**config.mk**
```make
export PLATFORM = sky130hd
export DESIGN_NAME = deadline_timer_queue
export DESIGN_NICKNAME = d
export VERILOG_FILES = /design/src/hw/rtl/dtq_pkg.sv /design/src/hw/rtl/dtq_datapath.sv /design/src/hw/rtl/dtq_ctrl.sv /design/src/hw/rtl/dtq_tick.sv /design/src/hw/rtl/deadline_timer_queue.sv
export SDC_FILE = /design/constraint.sdc
export NUM_CORES = 2
export LEC_CHECK = 0
export BUFFER_PORTS_ARGS = -buffer_cell sky130_fd_sc_hd__buf_2
export CORE_MARGIN = 2
export CORE_UTILIZATION = 56
export DETAILED_ROUTE_END_ITERATION = 6
export PLACE_DENSITY = 0.72
export SYNTH_ARGS = -nofsm -noshare
export SYNTH_HDL_FRONTEND = slang
export SYNTH_SLANG_ARGS = --single-unit
```
**constraint.sdc**
```tcl
create_clock -name clk_i -period 6.5 [get_ports clk_i]
set_input_delay 1.3 -clock clk_i [delete_from_list [all_inputs] [get_ports clk_i]]
set_output_delay 1.3 -clock clk_i [all_outputs]
set_load 0.005 [all_outputs]
```
**src/hw/rtl/dtq_pkg.sv**
```systemverilog
package dtq_pkg;

  localparam int QueueDepth = 32;
  localparam int SlotBits   = $clog2(QueueDepth);
  localparam int IdBits     = 16;
  localparam int TimeBits   = 32;
  localparam int DurBits    = 28;
  localparam int SecsPerMin = 60;
  localparam int SecsPerHr  = SecsPerMin * SecsPerMin;

  typedef enum logic [1:0] {
    OP_ADD    = 2'd0,
    OP_RETIME = 2'd1,
    OP_CANCEL = 2'd2,
    OP_TICK   = 2'd3
  } op_e;

  typedef enum logic [2:0] {
    ST_OK        = 3'd0,
    ST_NOT_FOUND = 3'd1,
    ST_EMPTY     = 3'd2,
    ST_FULL      = 3'd3,
    ST_EXPIRED   = 3'd4,
    ST_NONE      = 3'd5
  } status_e;

  typedef enum logic [2:0] {
    S_IDLE,
    S_DUR,
    S_SCAN,
    S_ACT,
    S_OUT
  } state_e;

  // Commands from the controller to the datapath.
  typedef struct packed {
    logic    load;       // capture the request and clear the scan result
    logic    dur_step;   // register the duration products
    logic    scan_clr;   // clear best slot before a scan
    logic    scan_en;    // examine the slot under the scan index
    logic    commit;     // apply the operation to the chosen slot
    logic    out_load;   // load the result register
    status_e out_status;
    logic    out_use_id; // 0: id 0, 1: id from the datapath
    logic    out_last;
  } dtq_cmd_t;

  // Status from the datapath to the controller.
  typedef struct packed {
    op_e  op;
    logic scan_done;
    logic found;
    logic any_valid;
    logic any_free;
    logic single_exp;    // the last scan saw exactly one expired timer
  } dtq_sts_t;

  // True when a is before b as a wrapping signed difference.
  function automatic logic time_before(logic [TimeBits-1:0] a, logic [TimeBits-1:0] b);
    logic [TimeBits-1:0] d;
    d = a - b;
    return d[TimeBits-1];
  endfunction

endpackage

```
**src/hw/rtl/dtq_datapath.sv**
```systemverilog
module dtq_datapath import dtq_pkg::*; (
  input  logic                 clk_i,
  input  logic                 rst_ni,
  input  dtq_cmd_t             cmd_i,
  output dtq_sts_t             sts_o,
  input  logic [1:0]           operation_i,
  input  logic [15:0]          timer_id_i,
  input  logic signed [15:0]   add_seconds_i,
  input  logic signed [15:0]   add_minutes_i,
  input  logic signed [15:0]   add_hours_i,
  output logic                 out_valid_o,
  input  logic                 out_stall_i,
  output logic [2:0]           status_o,
  output logic [15:0]          result_id_o,
  output logic                 last_o
);

  logic [QueueDepth-1:0]  valid_q, valid_d;
  logic [IdBits-1:0]      id_q [QueueDepth];
  logic [TimeBits-1:0]    dl_q [QueueDepth];
  logic [TimeBits-1:0]    now_q, now_d;
  logic [IdBits-1:0]      next_q, next_d;

  op_e                    op_q;
  logic [IdBits-1:0]      req_id_q;
  logic signed [15:0]     sec_q, min_q, hr_q;
  logic signed [DurBits-1:0] pmin_q, phr_q;
  logic [TimeBits-1:0]    end_q;

  logic [SlotBits:0]      idx_q;
  logic                   found_q;
  logic [SlotBits-1:0]    best_q;
  logic                   free_found_q;
  logic [SlotBits-1:0]    free_q;

  logic                   ovalid_q;
  logic [2:0]             ostat_q;
  logic [15:0]            oid_q;
  logic                   olast_q;

  logic [SlotBits-1:0]    idx;
  logic                   cand, better;
  logic [IdBits-1:0]      next_inc;
  logic [IdBits-1:0]      new_id;
  logic signed [DurBits-1:0] dur;
  logic                   single_exp;

  assign idx      = idx_q[SlotBits-1:0];
  assign dur      = DurBits'(sec_q) + pmin_q + phr_q;
  assign next_inc = next_q + IdBits'(1);
  assign new_id   = (next_inc == '0) ? IdBits'(1) : next_inc;

  always_comb begin
    cand   = 1'b0;
    better = 1'b0;
    if (valid_q[idx]) begin
      if (op_q == OP_TICK) begin
        cand = !time_before(now_q, dl_q[idx]);
        if (found_q) begin
          better = time_before(dl_q[idx], dl_q[best_q]) ||
                   (!time_before(dl_q[best_q], dl_q[idx]) && id_q[idx] < id_q[best_q]);
        end
      end else begin
        cand = (id_q[idx] == req_id_q);
        if (found_q) begin
          better = time_before(dl_q[idx], dl_q[best_q]);
        end
      end
    end
    if (!found_q) begin
      better = 1'b1;
    end
  end

  always_comb begin
    valid_d = valid_q;
    now_d   = now_q;
    next_d  = next_q;
    if (cmd_i.load && operation_i == OP_TICK) begin
      now_d = now_q + 1'b1;
    end
    if (cmd_i.commit) begin
      case (op_q)
        OP_ADD: begin
          valid_d[free_q] = 1'b1;
          next_d = new_id;
        end
        OP_RETIME: ;
        OP_CANCEL, OP_TICK: valid_d[best_q] = 1'b0;
        default: ;
      endcase
    end
  end

  // Expired timers seen by the current tick scan.
  dtq_tick u_tick (
    .clk_i    (clk_i),
    .rst_ni   (rst_ni),
    .clr_i    (cmd_i.scan_clr || cmd_i.load),
    .hit_i    (cmd_i.scan_en && op_q == OP_TICK && cand),
    .single_o (single_exp)
  );

  always_ff @(posedge clk_i or negedge rst_ni) begin
    if (!rst_ni) begin
      valid_q  <= '0;
      now_q    <= '0;
      next_q   <= '0;
      ovalid_q <= 1'b0;
      idx_q    <= '0;
      found_q  <= 1'b0;
      best_q   <= '0;
      free_found_q <= 1'b0;
      free_q   <= '0;
    end else begin
      valid_q <= valid_d;
      now_q   <= now_d;
      next_q  <= next_d;
      if (cmd_i.out_load) begin
        ovalid_q <= 1'b1;
      end else if (!out_stall_i) begin
        ovalid_q <= 1'b0;
      end
      if (cmd_i.scan_clr || cmd_i.load) begin
        idx_q        <= '0;
        found_q      <= 1'b0;
        free_found_q <= 1'b0;
      end else if (cmd_i.scan_en) begin
        idx_q <= idx_q + 1'b1;
        if (cand && better) begin
          found_q <= 1'b1;
          best_q  <= idx;
        end
        if (!valid_q[idx] && !free_found_q) begin
          free_found_q <= 1'b1;
          free_q       <= idx;
        end
      end
    end
  end

  always_ff @(posedge clk_i) begin
    if (cmd_i.load) begin
      op_q     <= op_e'(operation_i);
      req_id_q <= timer_id_i[IdBits-1:0];
      sec_q    <= add_seconds_i;
      min_q    <= add_minutes_i;
      hr_q     <= add_hours_i;
    end
    if (cmd_i.dur_step) begin
      pmin_q <= DurBits'(min_q) * DurBits'(SecsPerMin);
      phr_q  <= DurBits'(hr_q) * DurBits'(SecsPerHr);
    end
    if (cmd_i.scan_clr) begin
      end_q <= now_q + TimeBits'(dur);
    end
    if (cmd_i.commit) begin
      case (op_q)
        OP_ADD: begin
          id_q[free_q] <= new_id;
          dl_q[free_q] <= end_q;
        end
        OP_RETIME: dl_q[best_q] <= end_q;
        default: ;
      endcase
    end
    if (cmd_i.out_load) begin
      ostat_q <= cmd_i.out_status;
      olast_q <= cmd_i.out_last;
      if (!cmd_i.out_use_id) begin
        oid_q <= '0;
      end else if (op_q == OP_ADD) begin
        oid_q <= new_id;
      end else if (op_q == OP_TICK) begin
        oid_q <= id_q[best_q];
      end else begin
        oid_q <= req_id_q;
      end
    end
  end

  assign sts_o.op         = op_q;
  assign sts_o.scan_done  = idx_q == (SlotBits+1)'(QueueDepth);
  assign sts_o.found      = found_q;
  assign sts_o.any_valid  = |valid_q;
  assign sts_o.any_free   = free_found_q;
  assign sts_o.single_exp = single_exp;

  assign out_valid_o = ovalid_q;
  assign status_o    = ostat_q;
  assign result_id_o = oid_q;
  assign last_o      = olast_q;

endmodule

```
**src/hw/rtl/dtq_ctrl.sv**
```systemverilog
module dtq_ctrl import dtq_pkg::*; (
  input  logic     clk_i,
  input  logic     rst_ni,
  input  logic     in_valid_i,
  output logic     in_stall_o,
  input  logic     out_valid_i,
  input  logic     out_stall_i,
  input  dtq_sts_t sts_i,
  output dtq_cmd_t cmd_o
);

  state_e state_q, state_d;
  logic   out_free;

  assign out_free = !out_valid_i || !out_stall_i;

  always_ff @(posedge clk_i or negedge rst_ni) begin
    if (!rst_ni) begin
      state_q <= S_IDLE;
    end else begin
      state_q <= state_d;
    end
  end

  always_comb begin
    state_d    = state_q;
    cmd_o      = '0;
    in_stall_o = 1'b1;
    case (state_q)
      S_IDLE: begin
        in_stall_o = 1'b0;
        if (in_valid_i) begin
          cmd_o.load = 1'b1;
          state_d    = S_DUR;
        end
      end
      S_DUR: begin
        cmd_o.dur_step = 1'b1;
        state_d        = S_ACT;
      end
      S_ACT: begin
        cmd_o.scan_clr = 1'b1;
        state_d        = S_SCAN;
      end
      S_SCAN: begin
        if (sts_i.scan_done) begin
          state_d = S_OUT;
        end else begin
          cmd_o.scan_en = 1'b1;
        end
      end
      S_OUT: begin
        if (out_free) begin
          cmd_o.out_load = 1'b1;
          cmd_o.out_last = 1'b1;
          state_d        = S_IDLE;
          case (sts_i.op)
            OP_ADD: begin
              if (sts_i.any_free) begin
                cmd_o.out_status = ST_OK;
                cmd_o.out_use_id = 1'b1;
                cmd_o.commit     = 1'b1;
              end else begin
                cmd_o.out_status = ST_FULL;
              end
            end
            OP_RETIME, OP_CANCEL: begin
              if (!sts_i.any_valid) begin
                cmd_o.out_status = ST_EMPTY;
              end else if (!sts_i.found) begin
                cmd_o.out_status = ST_NOT_FOUND;
                cmd_o.out_use_id = 1'b1;
              end else begin
                cmd_o.out_status = ST_OK;
                cmd_o.out_use_id = 1'b1;
                cmd_o.commit     = 1'b1;
              end
            end
            OP_TICK: begin
              if (sts_i.found) begin
                // Emit and remove the earliest expired timer; rescan while more remain.
                cmd_o.out_status = ST_EXPIRED;
                cmd_o.out_use_id = 1'b1;
                cmd_o.commit     = 1'b1;
                if (!sts_i.single_exp) begin
                  cmd_o.out_last = 1'b0;
                  state_d        = S_ACT;
                end
              end else begin
                cmd_o.out_status = ST_NONE;
              end
            end
            default: ;
          endcase
        end
      end
      default: state_d = S_IDLE;
    endcase
  end

endmodule

```
**src/hw/rtl/dtq_tick.sv**
```systemverilog
module dtq_tick import dtq_pkg::*; (
  input  logic clk_i,
  input  logic rst_ni,
  input  logic clr_i,
  input  logic hit_i,
  output logic single_o
);

  // Counts the expired timers seen in one scan, so that the final timer of a
  // tick can carry last.
  logic [SlotBits:0] cnt_q, cnt_d;

  always_comb begin
    cnt_d = cnt_q;
    if (clr_i) begin
      cnt_d = '0;
    end else if (hit_i) begin
      cnt_d = cnt_q + 1'b1;
    end
  end

  always_ff @(posedge clk_i or negedge rst_ni) begin
    if (!rst_ni) begin
      cnt_q <= '0;
    end else begin
      cnt_q <= cnt_d;
    end
  end

  assign single_o = cnt_q == (SlotBits+1)'(1);

endmodule

```
**src/hw/rtl/deadline_timer_queue.sv**
```systemverilog
// Channel | Handshake                  | Fields
// in      | in_valid_i / in_stall_o    | operation_i, timer_id_i, add_{seconds,minutes,hours}_i
// out     | out_valid_o / out_stall_i  | status_o, result_id_o, last_o
//
// A request is taken only in idle; a one-result request then passes through the duration
// products (S_DUR), the end time (S_ACT), a walk of the 32 slots one a cycle (S_SCAN), and
// the loading of the result (S_OUT) before the next acceptance.
// A tick emits one expired timer per walk; each further expired timer repeats the end time, walk and load.
// Reset clears all slot valid bits, the seconds counter and the id counter.
// A stalled output holds its result; the block waits in S_OUT while it is stalled before loading more.
module deadline_timer_queue import dtq_pkg::*; (
  input  logic        clk_i,
  input  logic        rst_ni,
  input  logic        in_valid_i,
  output logic        in_stall_o,
  input  logic [1:0]  operation_i,
  input  logic [15:0] timer_id_i,
  input  logic [15:0] add_seconds_i,
  input  logic [15:0] add_minutes_i,
  input  logic [15:0] add_hours_i,
  output logic        out_valid_o,
  input  logic        out_stall_i,
  output logic [2:0]  status_o,
  output logic [15:0] result_id_o,
  output logic        last_o
);

  dtq_cmd_t cmd;
  dtq_sts_t sts;
  logic     ovalid;

  // The controller sequences each request and drives the datapath by commands.
  dtq_ctrl u_ctrl (
    .clk_i       (clk_i),
    .rst_ni      (rst_ni),
    .in_valid_i  (in_valid_i),
    .in_stall_o  (in_stall_o),
    .out_valid_i (ovalid),
    .out_stall_i (out_stall_i),
    .sts_i       (sts),
    .cmd_o       (cmd)
  );

  // The datapath holds the slots, the counters, the scan unit and the result register.
  dtq_datapath u_dp (
    .clk_i         (clk_i),
    .rst_ni        (rst_ni),
    .cmd_i         (cmd),
    .sts_o         (sts),
    .operation_i   (operation_i),
    .timer_id_i    (timer_id_i),
    .add_seconds_i (add_seconds_i),
    .add_minutes_i (add_minutes_i),
    .add_hours_i   (add_hours_i),
    .out_valid_o   (ovalid),
    .out_stall_i   (out_stall_i),
    .status_o      (status_o),
    .result_id_o   (result_id_o),
    .last_o        (last_o)
  );

  assign out_valid_o = ovalid;

  // A stalled result keeps its payload until it is taken.
  a_out_hold: assert property (@(posedge clk_i) disable iff (!rst_ni)
    out_valid_o && out_stall_i |=> out_valid_o && $stable(status_o) &&
                                   $stable(result_id_o) && $stable(last_o));

  // Status codes stay within the defined set.
  a_status_range: assert property (@(posedge clk_i) disable iff (!rst_ni)
    out_valid_o |-> status_o <= ST_NONE);

  // Only expired timers can be followed by more results of the same request.
  a_last_single: assert property (@(posedge clk_i) disable iff (!rst_ni)
    out_valid_o && status_o != ST_EXPIRED |-> last_o);

  // Handshake outputs are always known out of reset.
  a_known: assert property (@(posedge clk_i) disable iff (!rst_ni)
    !$isunknown({out_valid_o, in_stall_o}));

endmodule
```
==> impl_results.html <==
<table>
<tr><th>Metric</th><th>Value</th></tr>
<tr><th colspan="2">Run status</th></tr>
<tr><td>Outcome</td><td>finished with violations</td></tr>
<tr><td>Failing checks</td><td>max-capacitance violations, max-slew violations</td></tr>
<tr><th colspan="2">Layout</th></tr>
<tr><td>Layout cell share with drive strength beyond 1</td><td>26.4%</td></tr>
<tr><td>Final nets</td><td>around 5900</td></tr>
<tr><td>Fillers</td><td>11100</td></tr>
<tr><td>FF/Latch Area</td><td>around 0.054 mm2</td></tr>
<tr><td>Multi-input logic area</td><td>0.0351 mm2</td></tr>
<tr><td>End-of-flow core utilization</td><td>63.0%</td></tr>
<tr><td>Area added between synthesis and finish</td><td>11.8%</td></tr>
<tr><td>Most common library cell in the layout ignoring fill and taps</td><td>sky130_fd_sc_hd__edfxtp_1</td></tr>
<tr><td>Most used cells in the layout excluding fill and tap cells</td><td>sky130_fd_sc_hd__edfxtp_1, sky130_fd_sc_hd__mux4_2, sky130_fd_sc_hd__ha_1</td></tr>
<tr><th colspan="2">Worst setup path</th></tr>
<tr><td>CP Launch Point</td><td>u_dp.idx_q[1]</td></tr>
<tr><td>Critical path data required time</td><td>7190 ps</td></tr>
<tr><td>Critical path, cell by cell</td><td>nand3b_1 -&gt; buf_4 -&gt; o221ai_1 -&gt; a221oi_1 -&gt; a21oi_1 -&gt; ha_1 -&gt; nand3_1 -&gt; nor3_1 -&gt; o21ai_0 -&gt; o211ai_1 -&gt; a31o_2 -&gt; nor2b_1 -&gt; or4_1 -&gt; o211ai_4 -&gt; mux2_4</td></tr>
<tr><td>Crit path buf inv count</td><td>1</td></tr>
<tr><td>Cell with the biggest individual delay on the critical path</td><td>sky130_fd_sc_hd__dfrtp_4</td></tr>
<tr><td>CP Class</td><td>flip-flop to flip-flop</td></tr>
<tr><td>Reg-to-reg startpoint</td><td>u_dp.idx_q[1]</td></tr>
<tr><td>Critical Path Start Type</td><td>flip-flop</td></tr>
<tr><td>Arrival time at the worst endpoint</td><td>about 6600 ps</td></tr>
<tr><td>Register-to-Register Setup Slack</td><td>roughly 600 ps</td></tr>
<tr><td>CP endpoint kind</td><td>flip-flop</td></tr>
<tr><td>Stage delay of the slowest cell on the critical path</td><td>950 ps</td></tr>
<tr><td>Highest net fanout along the worst path</td><td>33</td></tr>
<tr><td>Cell type group with the largest total delay on the critical path</td><td>simple AND/OR/NAND/NOR gates</td></tr>
<tr><td>Reg2Reg Capture Point</td><td>u_dp.best_q[3]</td></tr>
<tr><td>Logic depth of the worst register-to-register path</td><td>15</td></tr>
<tr><th colspan="2">Hold path</th></tr>
<tr><td>Number of cells traversed by the worst hold path</td><td>0</td></tr>
<tr><td>Worst hold start</td><td>u_dp.min_q[0]</td></tr>
<tr><td>WHS Endpoint</td><td>u_dp.pmin_q[2]</td></tr>
<tr><td>Min-delay worst type</td><td>flip-flop to flip-flop</td></tr>
<tr><th colspan="2">Pwr</th></tr>
<tr><td>NetSw</td><td>14.8 mW</td></tr>
<tr><td>Share of power burned in the clock network</td><td>25.3%</td></tr>
<tr><td>Switching Share</td><td>34.9%</td></tr>
<tr><td>Peak VDD IR</td><td>between 400 and 500 uV</td></tr>
<tr><td>Pwr Density</td><td>419 mW/mm2</td></tr>
<tr><td>Combinational cell fraction of total power</td><td>37.5%</td></tr>
<tr><td>Internal</td><td>27.6 mW</td></tr>
<tr><td>Cell leakage power</td><td>33.8 nW</td></tr>
<tr><td>Register share of total power</td><td>37.2%</td></tr>
<tr><th colspan="2">Logic synthesis</th></tr>
<tr><td>Count of warnings emitted by yosys</td><td>0</td></tr>
<tr><td>Post-synth top flop</td><td>sky130_fd_sc_hd__edfxtp_1</td></tr>
<tr><td>Count of cell types in the netlist</td><td>85</td></tr>
<tr><td>Cells taking the most area after synthesis</td><td>sky130_fd_sc_hd__edfxtp_1, sky130_fd_sc_hd__mux4_2, sky130_fd_sc_hd__ha_1, sky130_fd_sc_hd__dfrtp_1, sky130_fd_sc_hd__fa_1</td></tr>
<tr><td>Seq cells post-synth</td><td>1807</td></tr>
<tr><td>Leading area contributor after synthesis</td><td>sky130_fd_sc_hd__edfxtp_1</td></tr>
<tr><td>Number of standard cells after synthesis</td><td>5315</td></tr>
<tr><td>Proportion of synthesized chip area in sequential cells</td><td>59.3%</td></tr>
<tr><td>Post-synthesis area per instance</td><td>17.0 um2</td></tr>
<tr><td>Post-synth EDFFs</td><td>1699</td></tr>
<tr><td>Syn Nets</td><td>approximately 5700</td></tr>
<tr><td>Yosys top cell area share</td><td>56.4%</td></tr>
<tr><td>Post-synthesis instance area</td><td>around 0.091 mm2</td></tr>
<tr><td>Share of async-settable or async-resettable flops after synthesis</td><td>5.98%</td></tr>
<tr><th colspan="2">Timing</th></tr>
<tr><td>Post-Route Setup TNS</td><td>0 ps</td></tr>
<tr><td>Setup repair after global routing missed its margin</td><td>false</td></tr>
<tr><td>Relative slew margins</td><td>-5.18%</td></tr>
<tr><td>Final-report max-slew violation count</td><td>33</td></tr>
<tr><td>Final hold vios</td><td>0</td></tr>
<tr><td>Share of the clock period used by the worst path</td><td>90.8%</td></tr>
<tr><td>Clock skew</td><td>44.0 ps</td></tr>
<tr><td>Final setup violating endpoints</td><td>0</td></tr>
<tr><td>Upper clock frequency limit</td><td>169 MHz</td></tr>
<tr><td>Setup ws final</td><td>596 ps</td></tr>
<tr><td>Tmin final</td><td>approximately 6000 ps</td></tr>
<tr><td>Transition time at the pin with the least slew margin</td><td>1580 ps</td></tr>
<tr><th colspan="2">Detailed routing</th></tr>
<tr><td>Number of antenna-violating nets in the routed design</td><td>0</td></tr>
<tr><td>Average routed wire per standard cell</td><td>34.5 um</td></tr>
<tr><td>Drt drc</td><td>0</td></tr>
<tr><td>Detail-routed via count per cell</td><td>just over 7</td></tr>
<tr><td>Pre-Repair DR Iteration Count</td><td>6</td></tr>
<tr><td>Total via count after detailed routing</td><td>roughly 56000</td></tr>
<tr><td>Number of DRC violations after detailed-routing iteration 0</td><td>8548</td></tr>
<tr><td>Final Routed Wirelength</td><td>~270 mm</td></tr>
<tr><th colspan="2">Clocking</th></tr>
<tr><td>Max H-tree Level</td><td>4</td></tr>
<tr><td>Max Root-Sink Buffers</td><td>3</td></tr>
<tr><td>Clock edge transition at the registers on the reported setup and hold paths</td><td>60 ps</td></tr>
<tr><td>Clock sink count</td><td>1807</td></tr>
<tr><td>Cts-stage hold buffer count</td><td>0</td></tr>
<tr><td>Total clock buffers created by CTS</td><td>185</td></tr>
<tr><td>Setup fix buffers added after clock tree synthesis</td><td>0</td></tr>
<tr><td>Clock root buffer master</td><td>sky130_fd_sc_hd__clkbuf_16</td></tr>
<tr><td>Clk Latency, worst-skew pair</td><td>840 ps</td></tr>
<tr><td>CTS tree</td><td>built</td></tr>
<tr><td>PostCTS Resize Cnt</td><td>0</td></tr>
<tr><th colspan="2">GRT</th></tr>
<tr><td>Global-route wire length before repair</td><td>385 mm</td></tr>
<tr><td>Vias in the first global route</td><td>54800</td></tr>
<tr><td>Gr usage total</td><td>32.9%</td></tr>
<tr><td>Overflow left after global routing</td><td>0</td></tr>
<tr><td>Pin count of the biggest net entering global routing</td><td>77</td></tr>
<tr><td>Initial antenna violation count</td><td>6</td></tr>
<tr><th colspan="2">Floorplanning</th></tr>
<tr><td>Area of the core</td><td>0.161 mm2</td></tr>
<tr><td>Width of the die</td><td>406 um</td></tr>
<tr><td>I/O pins</td><td>92</td></tr>
<tr><td>Die Outline Area</td><td>0.165 mm2</td></tr>
<tr><td>Starting density of the core</td><td>56.4%</td></tr>
<tr><td>Row count</td><td>147</td></tr>
<tr><td>Die outline height</td><td>roughly 410 um</td></tr>
<tr><th colspan="2">Placement</th></tr>
<tr><td>Pre-CTS WS</td><td>789 ps</td></tr>
<tr><td>Placer's final routability congestion estimate</td><td>0.901</td></tr>
<tr><td>Post-detail-place hpwl</td><td>159 mm</td></tr>
<tr><td>Buffers on Ports</td><td>91</td></tr>
<tr><th colspan="2">Flow run</th></tr>
<tr><td>Max capacitance violation total</td><td>1</td></tr>
</table>
worst reg2reg max path, cell delays in order, from the launching register on:
cell,delay [ps]
sky130_fd_sc_hd__dfrtp_4,950
sky130_fd_sc_hd__nand3b_1,910
sky130_fd_sc_hd__buf_4,560
sky130_fd_sc_hd__o221ai_1,280
sky130_fd_sc_hd__a221oi_1,110
sky130_fd_sc_hd__a21oi_1,530
sky130_fd_sc_hd__ha_1,240
sky130_fd_sc_hd__nand3_1,110
sky130_fd_sc_hd__nor3_1,340
sky130_fd_sc_hd__o21ai_0,160
sky130_fd_sc_hd__o211ai_1,130
sky130_fd_sc_hd__a31o_2,270
sky130_fd_sc_hd__nor2b_1,70
sky130_fd_sc_hd__or4_1,560
sky130_fd_sc_hd__o211ai_4,210
sky130_fd_sc_hd__mux2_4,350
per-stage QoR:
step	cells	cell area, um2	power [mW]	hold WS [ps]
6_report	7826	101000	42.4	470
5_1_grt	7825	101000	44.3	482
4_1_cts	7825	101000	42.4	473
3_5_place_dp	7487	95100	31.7	448
3_3_place_gp	7487	95100	31.5	458
2_1_floorplan	5315	90500	26.5	433
metal layers:
layer	part of all wire, %	up-vias	track usage (%)	routed length [um]
met5	0.015	-	0	41
met4	6.2	6	17.2	16800
met1	35	28500	44.6	95200
met2	46	4123	50.4	125000
li1	-	22100	-	-
met3	12	833	7.52	33100
kinds of logic (layout without fill, tap and decap cells):
family	count (synthesis)	in the layout	synth area share (%)
flip-flops	1807	1807	59.3
AND/OR/NAND/NOR	793	793	4.28
other	0	1	0
XOR/XNOR	173	173	1.69
multiplexers	915	915	21.2
AO/OA/AOI/OAI	731	731	5.47
adder cells (fa/ha/maj)	342	342	5.39
buffers and inverters	554	904	2.65
cells in the mapped netlist (6+ instances only):
library cell                count
sky130_fd_sc_hd__inv_1        253
sky130_fd_sc_hd__a31oi_1        7
sky130_fd_sc_hd__mux4_1         9
sky130_fd_sc_hd__o221ai_1      25
sky130_fd_sc_hd__buf_4         22
sky130_fd_sc_hd__xor2_1        55
sky130_fd_sc_hd__fa_1          80
sky130_fd_sc_hd__buf_2         82
sky130_fd_sc_hd__nand2_1      245
sky130_fd_sc_hd__nor4_1        27
sky130_fd_sc_hd__o211ai_1       9
sky130_fd_sc_hd__a21o_1        54
sky130_fd_sc_hd__a221oi_1       8
sky130_fd_sc_hd__mux2i_1       97
sky130_fd_sc_hd__dfrtp_1      108
sky130_fd_sc_hd__edfxtp_1    1699
sky130_fd_sc_hd__nand4_1       37
sky130_fd_sc_hd__nand2b_1      22
sky130_fd_sc_hd__and4_1        29
sky130_fd_sc_hd__a22o_1        10
sky130_fd_sc_hd__and3_1        22
sky130_fd_sc_hd__clkbuf_1     177
sky130_fd_sc_hd__nor2_1       190
sky130_fd_sc_hd__nand3_1       72
sky130_fd_sc_hd__and2_1        58
sky130_fd_sc_hd__nor3_1        34
sky130_fd_sc_hd__a2111oi_0      6
sky130_fd_sc_hd__ha_1         262
sky130_fd_sc_hd__a22oi_1      160
sky130_fd_sc_hd__buf_6         11
sky130_fd_sc_hd__o31ai_1       35
sky130_fd_sc_hd__o21ai_0      130
sky130_fd_sc_hd__mux4_2       782
sky130_fd_sc_hd__a21oi_1      146
sky130_fd_sc_hd__nand3b_1       8
sky130_fd_sc_hd__mux2_2        17
sky130_fd_sc_hd__o22ai_1       16
sky130_fd_sc_hd__o21bai_1      14
sky130_fd_sc_hd__or3_1         14
sky130_fd_sc_hd__nor2b_1       16
sky130_fd_sc_hd__a211oi_1      33
sky130_fd_sc_hd__xnor2_1      117
sky130_fd_sc_hd__o21a_1        21
sky130_fd_sc_hd__a211o_1        6
power by group through the flow:
stage	clock [mW]	combinational, mW	sequential (mW)
floorplan	0	11.1	15.4
global placement	0	15.6	15.9
detailed placement	0	15.7	16.0
CTS	10.8	15.9	15.7
global route	11.2	17.2	15.9
finish	10.7	15.9	15.8
state kept, by name, summed over array words and instances (netlist names), 21 cells and up:
| name | cells |
|---|---|
| u_dp.dl_q | 1024 |
| u_dp.pmin_q | 21 |
| u_dp.valid_q | 32 |
| u_dp.phr_q | 24 |
| u_dp.id_q | 512 |
| u_dp.end_q | 32 |
| u_dp.now_q | 32 |
cell type report:
cell class	count	share of cell area (%)
Sequential cell	1807	53.1
Multi-Input combinational cell	2954	34.7
Clock inverter	97	1.02
Timing Repair Buffer	312	2.55
Antenna cell	1	0.00247
Inverter	254	0.948
Clock buffer	241	4.97
Tap cell	2160	2.67
worst max-delay path by stage:
| stage | endpoint | slack, ps | cells past startpoint |
|---|---|---|---|
| final | u_dp.best_q[3] | 600 | 15 |
| after global routing | u_dp.best_q[3] | 420 | 16 |
| after CTS | u_dp.best_q[3] | 700 | 17 |
| after global placement | u_dp.best_q[2] | 880 | 17 |
| after floorplan | u_dp.now_q[30] | 270 | 9 |
| after detailed placement | u_dp.best_q[0] | 790 | 17 |
Power figures use the tool's default switching activity.
